### src/hdl/irbp_pkg.sv
// Shared constants, header duration table and control types of the Pronto encoder.
package irbp_pkg;

  localparam int CODE_W    = 12;
  localparam int DUR_W     = 9;
  localparam int CNT_W     = 6;
  localparam int STEP_W    = 5;

  localparam logic [CNT_W-1:0]  CNT_BASE   = 6'd30;
  localparam logic [DUR_W-1:0]  HALF_BIT   = 9'h020;
  localparam logic [DUR_W-1:0]  HDR_TAIL   = 9'h0fa;
  localparam logic [DUR_W-1:0]  CLOSE_DUR  = 9'h001;
  localparam logic [15:0]       CARRIER_RST = 16'h006d;
  localparam logic [STEP_W-1:0] HDR_LAST   = 5'd16;
  localparam logic [STEP_W-1:0] CODE_LAST  = 5'd11;
  localparam logic [STEP_W-1:0] PRE_LAST   = 5'd3;
  localparam logic [STEP_W-1:0] HALF_LAST  = 5'd23;

  localparam logic [STEP_W-1:0] PRE_ZERO0   = 5'd0;
  localparam logic [STEP_W-1:0] PRE_CARRIER = 5'd1;
  localparam logic [STEP_W-1:0] PRE_ZERO1   = 5'd2;
  localparam logic [STEP_W-1:0] PRE_COUNT   = 5'd3;

  typedef struct packed {
    logic clear;
    logic step;
    logic first;
    logic last;
  } cnt_ctrl_t;

  // Merged header durations, all but the final off edge.
  function automatic logic [DUR_W-1:0] hdr_dur(input logic [STEP_W-1:0] idx);
    logic [DUR_W-1:0] d;
    case (idx)
      5'd0:    d = 9'h0ba;
      5'd1:    d = 9'h0ba;
      5'd3:    d = 9'h040;
      5'd5:    d = 9'h040;
      5'd7:    d = 9'h040;
      5'd11:   d = 9'h040;
      5'd13:   d = 9'h040;
      5'd15:   d = 9'h040;
      default: d = 9'h020;
    endcase
    return d;
  endfunction

endpackage

### src/hdl/irbp_pair_cnt.sv
// Bit-serial duration counter that yields the burst-pair count of a code.
module irbp_pair_cnt
  import irbp_pkg::*;
(
  input  logic            clk,
  input  logic            rst,
  input  cnt_ctrl_t       ctrl,
  input  logic            code_bit,
  output logic [CNT_W-2:0] pair_count
);

  logic [CNT_W-1:0] cnt;
  logic             prev;
  logic [CNT_W-1:0] inc;

  always_comb begin
    inc = CNT_W'(ctrl.first ? !code_bit : (code_bit == prev));
    if (ctrl.last) begin
      inc = inc + CNT_W'(code_bit);
    end
  end

  always_ff @(posedge clk) begin
    if (rst) begin
      cnt  <= CNT_BASE;
      prev <= 1'b0;
    end else if (ctrl.clear) begin
      cnt  <= CNT_BASE;
      prev <= 1'b0;
    end else if (ctrl.step) begin
      cnt  <= cnt + inc;
      prev <= code_bit;
    end
  end

  assign pair_count = cnt[CNT_W-1:1];

endmodule

### src/hdl/ir_biphase_pronto_encoder.sv
// Top level: Pronto raw word sequencer for 12-bit biphase IR codes.
// The first word is driven after the bit-serial count pass, at the start of the preamble.
// A new transaction is taken only in idle, once the previous one has ended;
// the merge loop handles one half bit per cycle.
// Words go out one per strobe cycle; the receiver cannot stall.
// Reset: synchronous, returns to idle and sets the carrier word to 0x006d.
module ir_biphase_pronto_encoder
  import irbp_pkg::*;
(
  input  logic        clk,
  input  logic        rst,
  input  logic        start,
  input  logic [3:0]  device_code,
  input  logic [7:0]  command_code,
  output logic        busy,
  input  logic        wr_en,
  input  logic [15:0] wr_data,
  output logic        strobe,
  output logic [15:0] pronto_word,
  output logic        last_word
);

  typedef enum logic [2:0] {
    S_IDLE,
    S_COUNT,
    S_PRE,
    S_HDR,
    S_BITS,
    S_TAIL,
    S_CLOSE,
    S_FLUSH
  } state_t;

  state_t             state;
  logic [CODE_W-1:0]  code_sr;
  logic [STEP_W-1:0]  step;
  logic               pend_on;
  logic [DUR_W-1:0]   pend_mag;
  logic [15:0]        carrier_word;
  logic [CNT_W-2:0]   pair_count;
  cnt_ctrl_t          cnt_ctrl;
  logic               accept;
  logic               half_on;

  assign accept  = start && (state == S_IDLE);
  assign busy    = (state != S_IDLE);
  assign half_on = step[0] ? code_sr[CODE_W-1] : !code_sr[CODE_W-1];

  always_comb begin
    cnt_ctrl.clear = accept;
    cnt_ctrl.step  = (state == S_COUNT);
    cnt_ctrl.first = (step == '0);
    cnt_ctrl.last  = (step == CODE_LAST);
  end

  irbp_pair_cnt u_pair_cnt (
    .clk        (clk),
    .rst        (rst),
    .ctrl       (cnt_ctrl),
    .code_bit   (code_sr[CODE_W-1]),
    .pair_count (pair_count)
  );

  always_ff @(posedge clk) begin
    if (rst) begin
      carrier_word <= CARRIER_RST;
    end else if (wr_en) begin
      carrier_word <= wr_data;
    end
  end

  always_ff @(posedge clk) begin
    if (rst) begin
      state     <= S_IDLE;
      step      <= '0;
      strobe    <= 1'b0;
      last_word <= 1'b0;
    end else begin
      strobe    <= 1'b0;
      last_word <= 1'b0;
      case (state)
        S_IDLE: begin
          if (start) begin
            code_sr <= {device_code, command_code};
            step    <= '0;
            state   <= S_COUNT;
          end
        end
        S_COUNT: begin
          code_sr <= {code_sr[CODE_W-2:0], code_sr[CODE_W-1]};
          if (step == CODE_LAST) begin
            step  <= '0;
            state <= S_PRE;
          end else begin
            step <= step + 1'b1;
          end
        end
        S_PRE: begin
          strobe <= 1'b1;
          case (step)
            PRE_ZERO0:   pronto_word <= 16'h0000;
            PRE_CARRIER: pronto_word <= carrier_word;
            PRE_ZERO1:   pronto_word <= 16'h0000;
            PRE_COUNT:   pronto_word <= {{(16-CNT_W+1){1'b0}}, pair_count};
            default:     pronto_word <= 16'h0000;
          endcase
          if (step == PRE_LAST) begin
            step  <= '0;
            state <= S_HDR;
          end else begin
            step <= step + 1'b1;
          end
        end
        S_HDR: begin
          strobe      <= 1'b1;
          pronto_word <= {{(16-DUR_W){1'b0}}, hdr_dur(step)};
          if (step == HDR_LAST) begin
            step     <= '0;
            pend_on  <= 1'b0;
            pend_mag <= HDR_TAIL;
            state    <= S_BITS;
          end else begin
            step <= step + 1'b1;
          end
        end
        S_BITS: begin
          if (half_on == pend_on) begin
            pend_mag <= pend_mag + HALF_BIT;
          end else begin
            strobe      <= 1'b1;
            pronto_word <= {{(16-DUR_W){1'b0}}, pend_mag};
            pend_on     <= half_on;
            pend_mag    <= HALF_BIT;
          end
          if (step[0]) begin
            code_sr <= {code_sr[CODE_W-2:0], 1'b0};
          end
          if (step == HALF_LAST) begin
            step  <= '0;
            state <= S_TAIL;
          end else begin
            step <= step + 1'b1;
          end
        end
        S_TAIL: begin
          strobe      <= 1'b1;
          pronto_word <= {{(16-DUR_W){1'b0}}, pend_mag};
          last_word   <= !pend_on;
          state       <= pend_on ? S_CLOSE : S_FLUSH;
        end
        S_CLOSE: begin
          strobe      <= 1'b1;
          pronto_word <= {{(16-DUR_W){1'b0}}, CLOSE_DUR};
          last_word   <= 1'b1;
          state       <= S_FLUSH;
        end
        S_FLUSH: begin
          state <= S_IDLE;
        end
        default: begin
          state <= S_IDLE;
        end
      endcase
    end
  end

endmodule

### config.mk
export PLATFORM = sky130hd
export DESIGN_NAME = ir_biphase_pronto_encoder
export DESIGN_NICKNAME = d
export VERILOG_FILES = /design/src/hdl/irbp_pkg.sv /design/src/hdl/irbp_pair_cnt.sv /design/src/hdl/ir_biphase_pronto_encoder.sv
export SDC_FILE = /design/constraint.sdc
export NUM_CORES = 1
export LEC_CHECK = 0
export BUFFER_PORTS_ARGS = -buffer_cell sky130_fd_sc_hd__buf_2
export CAP_MARGIN = 20
export CORE_MARGIN = 2
export CORE_UTILIZATION = 35
export CTS_CLUSTER_DIAMETER = 40
export DETAILED_ROUTE_END_ITERATION = 12
export SLEW_MARGIN = 30
export SYNTH_ARGS = -nofsm -noshare
export SYNTH_HDL_FRONTEND = slang
export SYNTH_SLANG_ARGS = --single-unit
### constraint.sdc
create_clock -name clk -period 7.5 [get_ports clk]
set_input_delay 0.75 -clock clk [delete_from_list [all_inputs] [get_ports clk]]
set_output_delay 0.75 -clock clk [all_outputs]
set_load 0.05 [all_outputs]
==> flow_metrics.tcl, run 1 <==
set metrics [dict create \
    max-vdd-ir-drop_uv 74.6 \
    wire_per_inst_um 14.6 \
    clk_path_buf_depth 2 \
    hold_class "reg2reg" \
    syn_nets 353 \
    synth_warnings 0 \
    grt_max_degree 33 \
    postCtsSetupBuffers 0 \
    cts.repair.resized 0 \
    grt.busiest_layer "met2" \
    cts-buffers-inserted 9 \
    tightest_slew_ns 0.826 \
    p_per_area_nw_per_um2 204 \
    required_ns 7.74 \
    boundaryPins 51 \
    use_met3_pct 3.63 \
    clkLatencyLatePin_ns 0.35 \
    synth_async_sr_flop_share_pct 0 \
    fillers 930 \
    timing.final.crit_period_ns 2.73 \
    clk_pin_slew_ns 0.08 \
    synth_edf_count 36 \
    p_leak_nw 1.50 \
    slew_viol_final 0 \
    portBuffers 50 \
    holdWs_ns 0.487 \
    synth_flop_cell "edfxtp_1" \
    antenna_found_initial 0 \
    rsz0062_at_grt "no" \
    crit_path_max_fanout 10 \
    outcome "finished clean" \
    gr-usage-met1_pct 20.4 \
    grt_pass1_wl_um 11800 \
    use_met2_pct 22.5 \
    crit_type "reg2reg" \
    cap_violations 0 \
    synth_area_per_cell_um2 10.8 \
    initial_utilization_pct 36.3 \
    die_area_um2 10400 \
    first_pass_iters 4 \
    core_area_um2 9280 \
    setup_viol 0 \
    globalplace.congestion 0.842 \
    grt_util_all_layers_pct 14.9 \
    postPlaceCellArea_um2 3720 \
    syn-instance-count 313 \
    final_hold_viol_count 0 \
    cts_tree "built" \
    num_vias 2456 \
    final_cells 492 \
    cts-root-buf "clkbuf_8" \
    die_x_um 102 \
    clock_skew_ns 0.0147 \
    drive_gt1_share_pct 25.6 \
    yosys.cell_types.count 48 \
    clock_sinks 72 \
    tns_ns 0 \
    hpwl_um 5120 \
    fmax_ghz 0.366 \
    worstSetupEndpointType "flop" \
    via_per_inst 4.99 \
    arrival_ns 2.97 \
    max_slew_margin_pct 44.9 \
    critPathLaunchType "flop" \
    overflow 0 \
    syn-cell-area_um2 3370 \
    ys_ff_latch 72 \
    drt_iter0_markers 175 \
    design_area_um2 3910 \
    grt_pass1_vias 2399 \
    antenna_left 0 \
    dp_cells 476 \
    min_period_over_period_pct 36.4 \
    htree_levels 3 \
    holdBufCountCts 0 \
    drcViolationCount 0 \
    num_antenna_cells 0 \
    regToRegSetupSlack_ns 4.77 \
    rows 35 \
    dieHeight_um 102 \
    ys_seq_area_share_pct 53.5 \
    syn2layout_area_growth_pct 16.0 \
    nets 398 \
    drt-total-wl_um 7180 \
]
==> power by group <==
group	leakage, nW	total (W)	internal [W]	switching (W)
clock	0.0941	0.000278	0.000123	0.000155
combinational	0.781	0.0000822	0.0000369	0.0000453
sequential	0.625	0.000437	0.000427	0.0000104
total	1.50	0.000797	0.000586	0.000211
==> synthesized netlist by cell type, types with 2 or more instances <==
| cell type | n | share of area (%) |
|---|---|---|
| a211o_1 | 5 | 1.3 |
| a211oi_1 | 3 | 0.67 |
| a21o_1 | 2 | 0.45 |
| a21oi_1 | 14 | 2.1 |
| a221o_1 | 2 | 0.59 |
| a221oi_1 | 6 | 1.6 |
| a22oi_1 | 2 | 0.45 |
| a31oi_1 | 4 | 0.74 |
| and2_1 | 10 | 1.9 |
| and3_1 | 4 | 0.74 |
| buf_1 | 2 | 0.22 |
| buf_2 | 6 | 0.89 |
| clkbuf_1 | 8 | 0.89 |
| dfxtp_1 | 36 | 21 |
| edfxtp_1 | 36 | 32 |
| ha_1 | 7 | 2.6 |
| inv_1 | 7 | 0.78 |
| mux2_2 | 12 | 4.0 |
| mux2i_1 | 15 | 4.5 |
| nand2_1 | 31 | 3.5 |
| nand2b_1 | 3 | 0.56 |
| nand3_1 | 9 | 1.3 |
| nand4_1 | 4 | 0.74 |
| nor2_1 | 32 | 3.6 |
| nor2b_1 | 7 | 1.3 |
| nor3_1 | 5 | 0.74 |
| nor3_2 | 3 | 0.89 |
| o21a_1 | 2 | 0.45 |
| o21ai_0 | 11 | 1.6 |
| xnor2_1 | 2 | 0.52 |
| xor2_1 | 6 | 1.6 |
==> cells in the final DEF (no fill, tap or decap), types with 10 or more instances in the layout <==
cell      netlist  routed
o21ai_0        11      11
buf_2           6      50
a21oi_1        14      14
dfxtp_1        36      36
and2_1         10      10
nand2_1        31      31
mux2_2         12      12
edfxtp_1       36      36
mux2i_1        15      15
nor2_1         32      31
==> cells by family after synthesis <==
family | share of synthesized area [%]
simple gates | 17.7
flops | 53.5
compound gates | 12.0
mux | 8.46
buf+inv | 3.12
xor+xnor | 2.08
fa+ha+maj | 3.19
==> metrics by stage <==
step	power (W)	worst slack (ns)	util, %
final	0.000797	4.77	42.1
after global routing	0.000833	4.50	42.1
after CTS	0.000806	4.78	42.0
after detailed placement	0.000528	4.81	40.1
after global placement	0.000527	4.86	40.1
after floorplan	0.000503	4.68	-
==> per-layer routing <==
metal	wire (um)	share of wire [%]
met1	3520	49
met2	3210	45
met3	281	3.9
met4	159	2.2
met5	0	0
==> registers in the layout, indices dropped and copies added (netlist names), named ones only <==
name / count
pend_on: 1
last_word: 1
strobe: 1
carrier_word: 16
pend_mag: 7
step: 5
state: 3
u_pair_cnt.cnt: 6
pronto_word: 16
code_sr: 12
u_pair_cnt.prev: 1
==> critical path, cell delays in order, from the launching register on <==
cell and delay, ns:
dfxtp_1 0.40, nor3_1 0.37, nand2_1 0.11, nand2_1 0.09, xor2_1 0.19, ha_1 0.25, mux2_2 0.26, ha_1 0.21
fa_1 0.41, nand4_1 0.13, xor2_1 0.14, nand2_1 0.06
==> cell type report <==
class,instances,area (um2),share of cell area (%)
Clock buffer,9,124,3.17
Clock inverter,7,55.1,1.41
Inverter,7,26.3,0.672
Multi-Input combinational cell,217,1480,37.9
Sequential cell,72,1800,46.1
Tap cell,129,161,4.13
Timing Repair Buffer,51,258,6.59
==> worst paths after layout <==
check | startpoint | to | depth (start not counted)
worst max register to register | step[2] | u_pair_cnt.cnt[4] | 11
worst max-delay path | step[2] | u_pair_cnt.cnt[4] | 11
worst min register to register | carrier_word[15] | carrier_word[15] | 2
worst min-delay path | carrier_word[15] | carrier_word[15] | 2
Power figures use the tool's default switching activity.
==> run 2: changes to the inputs <==
==> constraint.sdc (replaced) <==
create_clock -name clk -period 2.5 [get_ports clk]
set_input_delay 0.25 -clock clk [delete_from_list [all_inputs] [get_ports clk]]
set_output_delay 0.25 -clock clk [all_outputs]
set_load 0.05 [all_outputs]
==> flow_metrics.tcl, run 2 (same netlist as run 1, synthesis figures left out) <==
set metrics [dict create \
    num_antenna_cells 0 \
    fillers 928 \
    holdBufCountCts 0 \
    cap_violations 0 \
    hp-start "wr_data[0]" \
    via_per_inst 4.90 \
    design_area_um2 4100 \
    die_x_um 102 \
    postPlaceCellArea_um2 3860 \
    slew_viol_final 0 \
    hpwl_um 5230 \
    overflow 0 \
    multi_input_area_um2 1540 \
    antenna_left 0 \
    die_area_um2 10400 \
    core_area_um2 9280 \
    required_ns 2.72 \
    portBuffers 50 \
    p_leak_nw 1.61 \
    syn2layout_area_growth_pct 21.5 \
    antenna_found_initial 0 \
    clock_sinks 72 \
    grt_pass1_wl_um 12000 \
    tightest_slew_ns 0.697 \
    drive_gt1_share_pct 31.8 \
    arrival_ns 2.63 \
    critPathLaunchType "flop" \
    routed.top_layer "met4" \
    drt-total-wl_um 7390 \
    min_period_over_period_pct 96.6 \
    crit_path_max_fanout 3 \
    clkLatencyLatePin_ns 0.34 \
    crit-reg2reg-capture "u_pair_cnt.cnt[4]" \
    max-vdd-ir-drop_uv 261 \
    clk_pin_slew_ns 0.08 \
    clk_path_buf_depth 2 \
    utilization_pct 44.1 \
    seq_area_um2 1810 \
    final_cells 510 \
    routed-wl-met2_um 3420 \
    wl_met3_um 262 \
    rsz0062_at_grt "yes" \
    grt_util_all_layers_pct 15.2 \
    max_slew_margin_pct 53.5 \
    p_per_area_nw_per_um2 582 \
    dp_cells 494 \
    hold_end "carrier_word[0]" \
    drt_iter0_markers 133 \
    clock_skew_ns 0.00864 \
    cts-buffers-inserted 9 \
    final_common_cell "buf_2" \
    grt_pass1_vias 2396 \
    initial_utilization_pct 36.3 \
    wire_per_inst_um 14.5 \
    largestRegisters "carrier_word: 16 flops, pronto_word: 16 flops, code_sr: 12 flops" \
    final_hold_viol_count 0 \
    boundaryPins 51 \
    wl_met1_um 3570 \
    final_cell_mix "buf_2 (50), edfxtp_1 (36), dfxtp_1 (33), nor2_1 (32), nand2_1 (29)" \
    nets 417 \
    htree_levels 3 \
    rr_startpoint "step[4]" \
    rows 35 \
    globalplace.congestion 0.830 \
    drcViolationCount 0 \
    hold_class "in2reg" \
    dieHeight_um 102 \
    outcome "finished clean" \
    holdWs_ns 0.117 \
    cts_tree "built" \
    worstSetupEndpointType "flop" \
    first_pass_iters 4 \
    cts-root-buf "clkbuf_8" \
    setup_viol 0 \
    timing.final.crit_period_ns 2.42 \
    r2r.worst_path.cells 11 \
    regToRegSetupSlack_ns 0.08 \
    num_vias 2497 \
    fmax_ghz 0.414 \
    min_path_cells 2 \
    grt_max_degree 33 \
    crit_type "reg2reg" \
]
run 2: cell types whose count changed in the layout (fill, tap and decap cells not counted), moves of 2 or more:
cell / delta
ha_4: +2
inv_1: -2
nand2_1: -2
ha_1: -2
nand2_4: +2
dfxtp_1: -3
inv_2: +2
buf_4: +19
dfxtp_2: +3
clkinv_4: -2
run 2: area by class of cell:
| type | instances | share of cell area, % |
|---|---|---|
| Clock buffer | 10 | 3.12 |
| Clock inverter | 5 | 0.855 |
| Inverter | 7 | 0.642 |
| Multi-Input combinational cell | 217 | 37.6 |
| Sequential cell | 72 | 44.1 |
| Tap cell | 129 | 3.94 |
| Timing Repair Buffer | 70 | 9.78 |
run 2: worst max-delay path: stages (launching register included):
cell and delay (ns):
dfxtp_2 0.34, nor3_4 0.23, nand2_4 0.08, nand2_4 0.07, xor2_2 0.16, ha_1 0.25, mux2_4 0.29, ha_4 0.17
fa_2 0.37, nand4_1 0.12, xor2_1 0.16, nand2_1 0.06
run 2: what timing repair did:
item / 4_1_cts / 5_1_grt
pin swaps: 0 / 7
setup endpoints to repair: 1 / 4
gates resized for setup: 2 / 15
buffers inserted: 0 / 1
gates cloned: 0 / 0
run 2: metal layers:
| metal | global-route usage, % | vias to the layer above |
|---|---|---|
| met5 | 0 | - |
| met4 | 6.77 | 0 |
| met3 | 3.49 | 10 |
| met2 | 22.5 | 55 |
| met1 | 21.1 | 1176 |
| li1 | - | 1256 |
run 2: how the worst max path moves through the flow:
stage	start	end	slack, ns
after floorplan	step[0]	u_pair_cnt.cnt[4]	0.003
after global placement	step[0]	u_pair_cnt.cnt[4]	0.05
after detailed placement	step[0]	u_pair_cnt.cnt[4]	-0.03
after CTS	step[0]	u_pair_cnt.cnt[4]	0.03
after global routing	step[1]	u_pair_cnt.cnt[4]	-0.05
final	step[4]	u_pair_cnt.cnt[4]	0.08
run 2: per-stage QoR:
stage / TNS, ns / total power (W) / setup slack, ns
after global routing: -0.0457 / 0.00250 / -0.0457
after global placement: 0 / 0.00160 / 0.0519
after detailed placement: -0.0288 / 0.00160 / -0.0288
after floorplan: 0 / 0.00151 / 0.00267
after CTS: 0 / 0.00239 / 0.0312
final: 0 / 0.00238 / 0.0844
run 2: power breakdown:
part           switching (W)  leakage, nW  total, W  internal, W
clock network       0.000434       0.0821  0.000789     0.000355
logic               0.000154        0.904  0.000292     0.000138
registers          0.0000234        0.626   0.00130      0.00128
==> run 3: changes to the inputs <==
--- a/config.mk
+++ b/config.mk
@@ -7,10 +7,12 @@
 export LEC_CHECK = 0
 export BUFFER_PORTS_ARGS = -buffer_cell sky130_fd_sc_hd__buf_2
 export CAP_MARGIN = 20
+export CORE_ASPECT_RATIO = 0.6
 export CORE_MARGIN = 2
 export CORE_UTILIZATION = 35
 export CTS_CLUSTER_DIAMETER = 40
 export DETAILED_ROUTE_END_ITERATION = 12
+export RECOVER_POWER = 100
 export SLEW_MARGIN = 30
 export SYNTH_ARGS = -nofsm -noshare
 export SYNTH_HDL_FRONTEND = slang
==> flow_metrics.tcl, run 3 (same netlist as run 1, synthesis figures left out) <==
set metrics [dict create \
    holdBufCountCts 0 \
    timing.final.crit_period_ns 2.40 \
    max-vdd-ir-drop_uv 329 \
    arrival_ns 2.61 \
    hpwl_um 5410 \
    p_leak_nw 1.58 \
    syn2layout_area_growth_pct 24.5 \
    largestRegisters "carrier_word: 16 flops, pronto_word: 16 flops, code_sr: 12 flops" \
    tightest_slew_ns 1.28 \
    outcome "finished clean" \
    fmax_ghz 0.417 \
    setup_viol 0 \
    cts_tree "built" \
    dp_cells 496 \
    min_period_over_period_pct 95.9 \
    clkLatencyLatePin_ns 0.34 \
    fillers 935 \
    core_area_um2 9260 \
    p_per_area_nw_per_um2 726 \
    overflow 0 \
    clk_path_buf_depth 2 \
    antenna_found_initial 0 \
    grt_pass1_vias 2269 \
    slew_viol_final 0 \
    max_slew_margin_pct 14.6 \
    drcViolationCount 0 \
    boundaryPins 51 \
    via_per_inst 4.90 \
    final_common_cell "edfxtp_1" \
    antenna_left 0 \
    clock_skew_ns 0.00723 \
    clk_pin_slew_ns 0.06 \
    drt_iter0_markers 243 \
    required_ns 2.71 \
    nets 418 \
    cts-root-buf "clkbuf_16" \
    crit_type "reg2reg" \
    grt_max_degree 33 \
    tns_ns 0 \
    num_antenna_cells 0 \
    cts-buffers-inserted 9 \
    rsz0062_at_grt "yes" \
    cap_violations 0 \
    drive_gt1_share_pct 23.0 \
    dieHeight_um 80.0 \
    portBuffers 50 \
    rows 27 \
    wire_per_inst_um 14.7 \
    hold_class "in2reg" \
    drt-total-wl_um 7520 \
    grt_pass1_wl_um 11600 \
    final_cells 512 \
    worstSetupEndpointType "flop" \
    num_vias 2508 \
    clock_sinks 72 \
    final_hold_viol_count 0 \
    first_pass_iters 5 \
    htree_levels 3 \
    die_x_um 131 \
    die_area_um2 10500 \
    final_cell_mix "edfxtp_1 (36), dfxtp_1 (33), nor2_1 (32), nand2_1 (31)" \
    crit_path_max_fanout 3 \
    grt_util_all_layers_pct 15.1 \
    globalplace.congestion 0.862 \
    initial_utilization_pct 36.4 \
    critPathLaunchType "flop" \
]
## run 3: cell types whose count changed in the layout (fill, tap and decap cells not counted), sizes merged
cell / change
clkinv: -4
clkinvlp: -1
bufinv: +3
buf: -27
clkbuf: +30
## run 3: through the flow
step | power (W) | area (um2) | hold slack, ns | setup WS [ns] | util [%]
after floorplan | 0.00151 | 3380 | 0.325 | 0.00267 | -
after global placement | 0.00160 | 3880 | 0.456 | 0.0418 | 41.9
after detailed placement | 0.00160 | 3880 | 0.460 | -0.00204 | 41.9
after CTS | 0.00307 | 4220 | 0.106 | 0.0510 | 45.6
after global routing | 0.00316 | 4200 | 0.121 | -0.0142 | 45.3
final | 0.00305 | 4200 | 0.117 | 0.103 | 45.3
## run 3: final timing paths
check | start | to | slack, ns | cells after the start
worst max register to register | step[4] | u_pair_cnt.cnt[4] | 0.10 | 11
worst max-delay path | step[4] | u_pair_cnt.cnt[4] | 0.10 | 11
worst min register to register | carrier_word[10] | carrier_word[10] | 0.49 | 2
worst min-delay path | wr_data[5] | carrier_word[5] | 0.12 | 2
## run 3: power by group
part	switching, W	internal (W)	total [W]
sequential	0.0000240	0.00128	0.00131
combinational	0.000147	0.000127	0.000274
clock	0.000469	0.000997	0.00147
## run 3: layout make-up
cell class	count	area, um2	share of cell area, %
clock buffer	12	246	5.87
clock inverter	3	90.1	2.15
inverter	7	26.3	0.626
multi-input combinational	217	1500	35.7
sequential	72	1810	43.0
tap	130	163	3.88
timing repair buffer	71	365	8.71
## run 3: repair_timing
item	CTS	global route
gates resized for setup	1	10
setup buffers	0	1
pin swaps	0	7
endpoints found under the setup margin	1	2
## run 3: metal layers
layer,vias up,global-route usage [%],share of wire (%)
met2,73,19.5,38
li1,1260,-,-
met3,11,4.69,6.3
met1,1164,23.1,54
met5,-,0,0
met4,0,5.11,1.4
## run 3: critical path, stage by stage (launching register included)
cell,delay (ns)
dfxtp_2,0.32
nor3_2,0.19
nand2_1,0.09
nand2_1,0.08
xor2_1,0.19
ha_1,0.25
mux2_4,0.28
ha_4,0.17
fa_2,0.39
nand4_1,0.12
xor2_1,0.14
nand2_1,0.06
